==> config.mk <==
export PLATFORM = sky130hd
export DESIGN_NAME = atan2ra_div_cell
export DESIGN_NICKNAME = d
export VERILOG_FILES = /design/src/hdl/atan2ra_pkg.sv /design/src/hdl/atan2ra_div_cell.sv
export SDC_FILE = /design/constraint.sdc
export NUM_CORES = 1
export LEC_CHECK = 0
export ABC_AREA = 0
export BUFFER_PORTS_ARGS = -buffer_cell sky130_fd_sc_hd__buf_4
export CORE_MARGIN = 2
export CORE_UTILIZATION = 30
export CTS_CLUSTER_DIAMETER = 200
export CTS_CLUSTER_SIZE = 10
export DETAILED_ROUTE_END_ITERATION = 10
export PLACE_DENSITY = 0.51
export SETUP_SLACK_MARGIN = 0.15
export SLEW_MARGIN = 20
export SYNTH_ARGS = -nofsm -noshare
export SYNTH_HDL_FRONTEND = slang
export SYNTH_SLANG_ARGS = --single-unit
==> constraint.sdc <==
create_clock -name i_clk -period 6.8 [get_ports i_clk]
set_input_delay 1.36 -clock i_clk [delete_from_list [all_inputs] [get_ports i_clk]]
set_output_delay 1.36 -clock i_clk [all_outputs]
set_load 0.1 [all_outputs]
==> src/hdl/atan2ra_pkg.sv <==
// Shared types, constants and helper functions for the atan2 approximation unit.
`timescale 1ns / 1ps

package atan2ra_pkg;

    // Width of the angle field on the result channel.
    localparam int ANGLE_W = 16;

    // The 0.28 rational coefficient in Q16.
    localparam int K_W = 15;
    localparam logic [K_W-1:0] K_Q16 = 15'd18350;

    // pi in Q60.
    localparam logic [63:0] PI_Q60 = 64'h3243_F6A8_885A_308D;

    // Per-item flags that travel alongside the datapath.
    typedef struct packed {
        logic yneg;   // y is negative
        logic xneg;   // x is negative
        logic xzero;  // x magnitude is zero
        logic yzero;  // y magnitude is zero
        logic swap;   // |y| >= |x|, so the second form applies
    } t_flags;

    // pi scaled by 2^frac and rounded to nearest; pi/2 is pi_scaled(frac - 1).
    function automatic logic [63:0] pi_scaled(input int frac);
        logic [63:0] sum;
        sum = PI_Q60 + (64'd1 << (59 - frac));
        return sum >> (60 - frac);
    endfunction

endpackage

==> src/hdl/atan2ra_div_cell.sv <==
// One restoring division cell: shifts the remainder, trial-subtracts and emits one quotient bit.
`timescale 1ns / 1ps

module atan2ra_div_cell #(
    parameter int DW = 50,
    parameter int QW = 14
) (
    input  logic                i_clk,
    input  logic                i_rst_n,
    input  logic                i_en,
    input  logic                i_valid,
    input  atan2ra_pkg::t_flags i_flags,
    input  logic [DW-1:0]       i_rem,
    input  logic [DW-1:0]       i_den,
    input  logic [QW-1:0]       i_quo,
    output logic                o_valid,
    output atan2ra_pkg::t_flags o_flags,
    output logic [DW-1:0]       o_rem,
    output logic [DW-1:0]       o_den,
    output logic [QW-1:0]       o_quo
);
    import atan2ra_pkg::*;

    logic [DW-1:0] w_sh;
    logic          w_ge;
    logic [DW-1:0] n_rem;
    logic [QW-1:0] n_quo;

    logic          r_valid;
    t_flags        r_flags;
    logic [DW-1:0] r_rem;
    logic [DW-1:0] r_den;
    logic [QW-1:0] r_quo;

    // The remainder stays below the divisor, so the shift never drops a set bit.
    always_comb begin
        w_sh  = {i_rem[DW-2:0], 1'b0};
        w_ge  = (w_sh >= i_den);
        n_rem = w_ge ? (w_sh - i_den) : w_sh;
        n_quo = {i_quo[QW-2:0], w_ge};
    end

    always_ff @(posedge i_clk) begin
        if (!i_rst_n) begin
            r_valid <= 1'b0;
        end else if (i_en) begin
            r_valid <= i_valid;
        end
    end

    always_ff @(posedge i_clk) begin
        if (i_en) begin
            r_flags <= i_flags;
            r_rem   <= n_rem;
            r_den   <= i_den;
            r_quo   <= n_quo;
        end
    end

    assign o_valid = r_valid;
    assign o_flags = r_flags;
    assign o_rem   = r_rem;
    assign o_den   = r_den;
    assign o_quo   = r_quo;

endmodule

==> impl_metrics.env <==
export IMPL_clockRootBuffer="clkbuf_16"
export IMPL_synth_cell_area_sq_mm=0.007196
export IMPL_grt_pass1_vias=5877
export IMPL_cts_setup_buffers=0
export IMPL_drtIter0Drc=227
export IMPL_synthFlopType="edfxtp_1"
export IMPL_fmax_mhz=204.1
export IMPL_num_rows=56
export IMPL_syn_num_nets=874
export IMPL_finalCriticalPeriod_ns=4.899
export IMPL_synth_cell_types=58
export IMPL_clk_latency_ns=0.42
export IMPL_nets=1110
export IMPL_antenna_found_initial=0
export IMPL_leakage_uw=0.004392
export IMPL_end_kind="flip-flop"
export IMPL_path_buf_inv=2
export IMPL_slew_headroom_pct=35.37
export IMPL_grt_max_degree=73
export IMPL_ir_drop_v=0.0001382
export IMPL_die_area_sq_mm=0.02524
export IMPL_fin_util_pct=42.30
export IMPL_hold_ws_ns=0.5352
export IMPL_via_count=5961
export IMPL_slowest_delay_ns=0.68
export IMPL_cts_resized=0
export IMPL_dr_pass1_iters=5
export IMPL_clock_sinks=120
export IMPL_final_instance_count_excl_fill=1268
export IMPL_tightest_slew_ns=0.9694
export IMPL_ys_ff_latch=120
export IMPL_start_util_pct=30.56
export IMPL_cts_buffers=17
export IMPL_grt_overflow_total=0
export IMPL_synthToLayoutAreaGrowth_pct=38.41
export IMPL_maxCapViolCount=0
export IMPL_synth_edff_count=119
export IMPL_coreArea_sq_mm=0.02354
export IMPL_ant_nets=0
export IMPL_setup_violations_final=0
export IMPL_fin_crit_sh_pct=72.05
export IMPL_syn_avg_cell_area_sq_um=10.28
export IMPL_grt_use_total_pct=15.69
export IMPL_wire_per_inst_um=15.70
export IMPL_htree_num_levels=4
export IMPL_grt_pass1_wl_um=31510
export IMPL_port_buffers=240
export IMPL_hpwl_um=15340
export IMPL_vias_per_cell=4.701
export IMPL_die_h_um=158.9
export IMPL_slowest_stage="a2111oi_2"
export IMPL_drcViolationCount=0
export IMPL_ys_async_sr_fraction_pct=0
export IMPL_cp_start_kind="input port"
export IMPL_setup_tns_ns=0
export IMPL_io_pins=243
export IMPL_place_area_sq_mm=0.009318
export IMPL_routed_wl_um=19910
export IMPL_path_cells="buf_4, ha_1, a21oi_1, o21ai_1, a2111oi_0, a21oi_1, a2111oi_2, o211ai_1, o211ai_2, o311ai_4, buf_4, mux2_4"
export IMPL_synthCells=700
export IMPL_drive_gt1_share_pct=30.98
export IMPL_ys_warn_count=0
export IMPL_hold_violations=0
export IMPL_die_w_um=158.9
export IMPL_rsz0062_at_grt="false"
export IMPL_finalMaxSlewViolations=0
export IMPL_cts_tree="built"
export IMPL_gp_congestion=0.7725
export IMPL_hp_class="flip-flop to flip-flop"
export IMPL_crit_type="input port to flip-flop"
export IMPL_clockBufferDepth=2
export IMPL_arrival_ns=5.07
export IMPL_critPathTopFamily="compound AO/OA/AOI/OAI gates"
export IMPL_ys_seq_area_share_pct=49.94
export IMPL_p_per_area_mw_per_mm2=307.4
export IMPL_required_ns=6.97
export IMPL_num_antenna_cells=0
export IMPL_dpl_cell_count=1236
export IMPL_clkTransAtPathRegs_ns=0.06
export IMPL_skew_ns=0
export IMPL_status="finished clean"
export IMPL_hold_buffers=0
export IMPL_design_area_sq_mm=0.009960
export IMPL_cp_max_fo=38
Yosys cell counts, types with 3 or more instances:
cell      number  area [sq um]
xnor2_1       28         245.2
nor2_1        63         236.5
inv_1         66         247.7
nand4_1       10         62.56
o21ai_0       34         170.2
nand2_1       45         168.9
nor3_1         8         40.04
a21boi_0       3         22.52
o21ai_1        6         30.03
o21bai_1       9         67.56
a21oi_1       92         460.4
ha_1          50         625.6
nand2b_1       7         43.79
buf_2          9         45.04
a21o_1        23         172.7
and3_1         6         37.54
or3_1          4         25.02
nor2b_1        6         37.54
o21a_1         8         60.06
mux2i_1        3         30.03
o211ai_1       3         22.52
nand3_1       12         60.06
o31ai_1        6         45.04
edfxtp_1     119          3573
a21boi_1       3         22.52
clkbuf_1      18         67.56
a21oi_2        6         52.55
xor2_1        15         131.4
tightest hold or removal path, stage by stage (launching register included):
cell     delay (ns)
dfxtp_1        0.32
mux2i_1        0.12
nor2b_1        0.05
sequential cells by signal, indices dropped and copies added, names as in the netlist:
name / count
o_den: 50
o_rem: 50
o_quo: 14
o_flags: 5
o_valid: 1
where the power goes:
| part | leakage [uW] | internal [uW] | total, uW | switching (uW) |
|---|---|---|---|---|
| combinational | 0.00291 | 287 | 1130 | 843 |
| clock | 0.000307 | 623 | 1000 | 379 |
| sequential | 0.00117 | 910 | 930 | 19.9 |
logic make-up (layout without fill, tap and decap cells):
group | after synthesis | in the layout | synth area share [%]
AOI/OAI and AO/OA | 216 | 216 | 19.07
xor gates and xnor gates | 43 | 43 | 5.234
adders and majority gates | 51 | 51 | 8.972
buffers and inverters | 94 | 343 | 5.060
DFF | 120 | 120 | 49.94
muxes | 5 | 5 | 0.7824
and+or+nand+nor | 171 | 171 | 10.94
cell usage in the layout, fill, tap and decap left out, types with 3 or more instances in the layout:
master / n
o21ai_0: 34
o21bai_1: 9
nand4_1: 10
bufinv_16: 4
nand3_1: 12
nand2_1: 45
nand2b_1: 7
ha_1: 50
or3_1: 4
buf_4: 243
a21oi_1: 92
inv_6: 4
mux2i_1: 3
o21ai_1: 6
a21boi_0: 3
o31ai_1: 6
a21boi_1: 3
a21oi_2: 6
xor2_1: 15
nor2_1: 63
xnor2_1: 28
nor2b_1: 6
o211ai_1: 3
a21o_1: 23
inv_1: 66
clkbuf_16: 17
o21a_1: 8
edfxtp_1: 119
nor3_1: 8
and3_1: 6
clkinv_4: 4
area by class of cell:
class                      instances  area (sq um)
fill                            2391         13580
sequential                       120          3593
multi-input combinational        486          3238
timing repair buffer             244          1836
clock buffer                      17         425.4
tap                              319         399.1
inverter                          67         251.5
clock inverter                    15         216.5
final timing paths:
check | slack, ns | to | depth (start not counted) | startpoint
worst max-delay path | 1.90 | o_rem[33] | 12 | i_rem[28]
worst min-delay path | 0.54 | o_valid | 2 | o_valid
worst max register to register | 6.20 | o_valid | 2 | o_valid
worst min register to register | 0.54 | o_valid | 2 | o_valid
metrics by stage:
step           setup WS [ns]  power, uW
2_1_floorplan          2.659       1804
3_3_place_gp           1.577       2075
3_5_place_dp           1.560       2077
4_1_cts                1.977       3100
5_1_grt                1.774       3186
6_report               1.901       3062
metal layers:
layer	routed length, um	up-vias	GRT usage (%)
met5	0	-	0
met4	280	0	5.331
met3	1223	16	3.788
met2	9126	187	25.03
met1	9279	2746	20.91
li1	-	3012	-
(Power assumes the default switching activity.)
