### src/hdl/atan2ra_pkg.sv
// Shared types, constants and helper functions for the atan2 approximation unit.
`timescale 1ns / 1ps

package atan2ra_pkg;

    // Width of the angle field on the result channel.
    localparam int ANGLE_W = 16;

    // The 0.28 rational coefficient in Q16.
    localparam int K_W = 15;
    localparam logic [K_W-1:0] K_Q16 = 15'd18350;

    // pi in Q60.
    localparam logic [63:0] PI_Q60 = 64'h3243_F6A8_885A_308D;

    // Per-item flags that travel alongside the datapath.
    typedef struct packed {
        logic yneg;   // y is negative
        logic xneg;   // x is negative
        logic xzero;  // x magnitude is zero
        logic yzero;  // y magnitude is zero
        logic swap;   // |y| >= |x|, so the second form applies
    } t_flags;

    // pi scaled by 2^frac and rounded to nearest; pi/2 is pi_scaled(frac - 1).
    function automatic logic [63:0] pi_scaled(input int frac);
        logic [63:0] sum;
        sum = PI_Q60 + (64'd1 << (59 - frac));
        return sum >> (60 - frac);
    endfunction

endpackage

### src/hdl/atan2ra_finish.sv
// Final stage: rounds the quotient, applies its sign and folds the angle into its quadrant.
`timescale 1ns / 1ps

module atan2ra_finish #(
    parameter int ANGLE_FRAC_BITS = 13
) (
    input  logic                                 i_clk,
    input  logic                                 i_rst_n,
    input  logic                                 i_en,
    input  logic                                 i_valid,
    input  atan2ra_pkg::t_flags                  i_flags,
    input  logic [ANGLE_FRAC_BITS:0]             i_quo,
    output logic                                 o_valid,
    output logic signed [atan2ra_pkg::ANGLE_W-1:0] o_angle,
    output logic signed [ANGLE_FRAC_BITS+3:0]    o_fix
);
    import atan2ra_pkg::*;

    localparam int F  = ANGLE_FRAC_BITS;
    localparam int QW = ANGLE_FRAC_BITS + 1;
    localparam int AW = ANGLE_FRAC_BITS + 4;
    localparam int EW = (AW > ANGLE_W) ? AW : ANGLE_W;
    localparam logic [63:0] PI_RND    = pi_scaled(F);
    localparam logic [63:0] PIBY2_RND = pi_scaled(F - 1);
    localparam logic signed [AW-1:0] PI_FIX    = AW'(PI_RND);
    localparam logic signed [AW-1:0] PIBY2_FIX = AW'(PIBY2_RND);

    logic [QW:0]            w_rnd;
    logic signed [AW-1:0]   w_q;
    logic signed [AW-1:0]   w_qs;
    logic signed [AW-1:0]   n_fix;
    logic signed [EW-1:0]   w_ext;

    logic                   r_valid;
    logic signed [AW-1:0]   r_fix;

    // The cell chain produced one guard bit; round half away from zero on the magnitude.
    always_comb begin
        w_rnd = {1'b0, i_quo} + 1'b1;
        w_q   = signed'(AW'(w_rnd[QW:1]));
        w_qs  = (i_flags.xneg ^ i_flags.yneg) ? -w_q : w_q;
        if (i_flags.xzero) begin
            if (i_flags.yzero) begin
                n_fix = '0;
            end else begin
                n_fix = i_flags.yneg ? -PIBY2_FIX : PIBY2_FIX;
            end
        end else if (!i_flags.swap) begin
            n_fix = w_qs;
            if (i_flags.xneg) begin
                n_fix = i_flags.yneg ? (w_qs - PI_FIX) : (w_qs + PI_FIX);
            end
        end else begin
            n_fix = PIBY2_FIX - w_qs;
            if (i_flags.yneg) begin
                n_fix = PIBY2_FIX - w_qs - PI_FIX;
            end
        end
    end

    always_ff @(posedge i_clk) begin
        if (!i_rst_n) begin
            r_valid <= 1'b0;
        end else if (i_en) begin
            r_valid <= i_valid;
        end
    end

    always_ff @(posedge i_clk) begin
        if (i_en) begin
            r_fix <= n_fix;
        end
    end

    assign w_ext   = EW'(r_fix);
    assign o_valid = r_valid;
    assign o_angle = signed'(w_ext[ANGLE_W-1:0]);
    assign o_fix   = r_fix;

endmodule

### config.mk
export PLATFORM = sky130hd
export DESIGN_NAME = atan2ra_finish
export DESIGN_NICKNAME = d
export VERILOG_FILES = /design/src/hdl/atan2ra_pkg.sv /design/src/hdl/atan2ra_finish.sv
export SDC_FILE = /design/constraint.sdc
export NUM_CORES = 1
export LEC_CHECK = 0
export BUFFER_PORTS_ARGS = -buffer_cell sky130_fd_sc_hd__clkbuf_2
export CAP_MARGIN = 20
export CORE_MARGIN = 1
export CORE_UTILIZATION = 59
export CTS_BUF_LIST = sky130_fd_sc_hd__clkbuf_8
export DETAILED_ROUTE_END_ITERATION = 8
export PLACE_DENSITY_LB_ADDON = 0.25
export SLEW_MARGIN = 20
export SYNTH_ARGS = -nofsm -noshare
export SYNTH_HDL_FRONTEND = slang
export SYNTH_SLANG_ARGS = --single-unit
export TNS_END_PERCENT = 10
### constraint.sdc
create_clock -name i_clk -period 5.75 [get_ports i_clk]
set_input_delay 0.2875 -clock i_clk [delete_from_list [all_inputs] [get_ports i_clk]]
set_output_delay 0.2875 -clock i_clk [all_outputs]
set_load 0.02 [all_outputs]
==> flow_summary.yaml <==
floorplanning:
  die_h_um: 76.2
  core_area_um2: 5200
  num_rows: 26
  io_pins: 57
  initial_core_util_pct: 62.3
  dieArea_um2: 5800
  die-width_um: 76.2
grt:
  grt_max_degree: 29
  grt_pass1_vias: 2714
  grt_pass1_wl_mm: 12.1
  grt_antenna_before_repair: 0
  gr-total-overflow: 0
  grt_usage_pct: 25.1
yosys:
  yosysTopAreaCell: "edfxtp_1"
  synthTopCellsByArea: "edfxtp_1 16%, xnor2_1 8.9%, ha_1 5.4%, xor2_1 5.4%, buf_4 4.2%"
  synthSimpleGateAreaFrac_pct: 22.4
  synth_cells: 414
  synth_compound_area_share_pct: 27.3
  synth_area_um2: 3240
  synth-edff-count: 17
  synth_mux_area_share_pct: 2.62
  synth-async-reset-ratio_pct: 0
  post-synth-top-count-cell: "nand2_1"
  syn-num-nets: 452
  yosysSeqAreaShare_pct: 16.4
  syn_area_per_cell_um2: 7.84
  synth_top_family_by_area: "compound AO/OA/AOI/OAI gates"
  synth_commonest_cells: "36 x nand2_1, 34 x nor2_1, 33 x xnor2_1"
  synth_warnings: 0
  synth.distinct_cells: 80
  synth_adder_area_share_pct: 6.02
  synth_top_area_share_pct: 15.7
  synth-seq-cells: 18
  synthXorXnorAreaFrac_pct: 16.7
  synth_flop_cell: "edfxtp_1"
pwr:
  ir_worst_vdd_mv: 0.169
  pwr-share-clk_pct: 12.2
  seq_power_share_pct: 22.0
  combPwrFrac_pct: 65.8
  power_uw: 794
  p_leak_nw: 1.44
  powerDensity_nw_per_um2: 228
  internal-power_uw: 431
  switching_share_pct: 45.7
  p_sw_uw: 363
setup_path:
  required_ns: 5.84
  path_cells: "clkbuf_2 -> ha_1 -> xnor2_1 -> ha_1 -> a21oi_1 -> o221ai_1 -> xor2_1 -> inv_1 -> fa_1 -> a21o_1 -> a21oi_1 -> o21bai_1 -> a21oi_1 -> o21bai_1 -> a21oi_1 -> nor2b_1 -> nor3_1 -> o21ai_0 -> xnor2_1 -> a211o_1 -> o211ai_1"
  path_common_cell: "a21oi_1"
  r2r_slack_ns: 5.13
  slowest_stage: "fa_1"
  r2r_cells: 2
  arrival_ns: 4.97
  path_buf_inv: 2
  worstReg2RegEnd: "o_valid$_SDFFE_PN0P_"
  reg2reg_from: "o_valid$_SDFFE_PN0P_"
  crit_path_start_kind: "input port"
  crit_path_max_fanout: 9
  crit_path_end_kind: "flip-flop"
  path_class: "in -> reg"
  slowest_delay_ns: 0.48
  crit_family: "compound AO/OA/AOI/OAI gates"
cells_and_area:
  utilization_pct: 66.8
  syn2layout_area_growth_pct: 7.21
  seq_area_um2: 531
  multi_input_area_um2: 2430
  nNetsFinal: 481
  drive_above_1_share_pct: 22.4
  n_antenna_cell: 0
  fillerInstances: 475
timing:
  slew_headroom_pct: 58.3
  hold_violations: 0
  fmax_ghz: 0.205
  min_period_over_period_pct: 85.0
  setup_viol: 0
  period_needed_ns: 4.88
  holdWs_ns: 0.288
  skew_ns: 0
  tns_ns: 0
  rsz0062_at_grt: "no"
  worst_slack_ns: 0.865
  worst_slew_pin_slew_ns: 0.625
  slew_violations: 0
place:
  dpl.hpwl_mm: 5.73
  io_buffer_count: 56
  post-place-ws_ns: 0.671
  place.gp.congestion: 0.891
flow_run:
  maxCapViolations: 0
clock_network:
  cts_resized: 0
  cts_made_buffers: 3
  holdBufCountCts: 0
  cts.sinks: 18
  h-tree-depth: 1
  clk_latency_ns: 0.24
  post_cts.repair.setup_buffers: 0
  cts_tree: "built"
  clkTransAtPathRegs_ns: 0.06
  clockBufferDepth: 2
  root_buffer: "clkbuf_8"
detailed_routing:
  post_drt_wl_per_cell_um: 14.0
  drc: 0
  vias: 3067
  antenna_left: 0
  dr.pass1.iters: 4
  avgViaCountPerCell: 5.99
  wirelength_mm: 7.19
  drt_iter0_markers: 186
outcome:
  outcome: "finished clean"
hold_path:
  worstHoldStart: "i_rst_n"
  min_path_type: "in -> reg"
  holdPathEnd: "o_valid$_SDFFE_PN0P_"
  hold_depth: 2
power by group through the flow:
stage	registers, mW	logic [mW]	clock network (mW)
2_1_floorplan	0.201	0.397	0
3_3_place_gp	0.177	0.504	0
3_5_place_dp	0.178	0.513	0
4_1_cts	0.175	0.515	0.0991
5_1_grt	0.177	0.572	0.106
6_report	0.175	0.522	0.0966
logic make-up (layout without fill, tap and decap cells):
group / count (synthesis) / after routing
compound gates: 125 / 125
xor+xnor: 57 / 57
fa+ha+maj: 15 / 15
buf+inv: 54 / 82
flops: 18 / 18
mux: 8 / 8
simple gates: 137 / 137
through the flow:
step | area [um2] | std cells
after floorplan | 3240 | 414
after global placement | 3420 | 508
after detailed placement | 3420 | 508
after CTS | 3480 | 512
after global routing | 3480 | 512
final | 3480 | 512
state kept, by name (all words and copies together) (netlist names):
signal / flops
o_fix: 17
o_valid: 1
layout make-up:
type	instances	share of cell area, %
clock buffer	4	1.58
inverter	19	2.05
multi-input combinational	342	69.9
sequential	18	15.3
tap	70	2.52
timing repair buffer	59	8.71
routing by layer:
metal | vias up | GRT usage, % | wire (um)
li1 | 1549 | - | -
met1 | 1407 | 33.1 | 3410
met2 | 107 | 43.2 | 3410
met3 | 4 | 2.40 | 315
met4 | 0 | 8.08 | 53
met5 | - | 0 | 0
layout by cell type, fill, tap and decap left out, types with 4 or more instances in the layout:
| cell type | instances |
|---|---|
| nand2_1 | 36 |
| nor3_1 | 5 |
| nand3_1 | 15 |
| clkbuf_8 | 4 |
| a211oi_1 | 5 |
| a21oi_1 | 26 |
| nor2b_1 | 5 |
| a31oi_1 | 8 |
| xor2_1 | 20 |
| nor2_1 | 34 |
| o21ai_0 | 23 |
| edfxtp_1 | 17 |
| nor4_1 | 4 |
| o221ai_1 | 4 |
| ha_1 | 14 |
| o211ai_1 | 6 |
| inv_1 | 19 |
| o21ai_1 | 7 |
| and3_1 | 6 |
| nand4_1 | 5 |
| mux2i_1 | 6 |
| clkbuf_2 | 56 |
| xnor2_1 | 33 |
how the worst max path moves through the flow:
stage | cells past startpoint | slack [ns] | from | to
after detailed placement | 21 | 0.67 | i_quo[0] | o_fix[15]$_DFFE_PP_
after global routing | 21 | 0.41 | i_quo[0] | o_fix[15]$_DFFE_PP_
after CTS | 21 | 0.92 | i_quo[0] | o_fix[15]$_DFFE_PP_
final | 21 | 0.87 | i_quo[0] | o_fix[15]$_DFFE_PP_
after global placement | 20 | 0.87 | i_quo[0] | o_fix[14]$_DFFE_PP_
after floorplan | 21 | 1.21 | i_quo[0] | o_fix[14]$_DFFE_PP_
(Power assumes the default switching activity.)
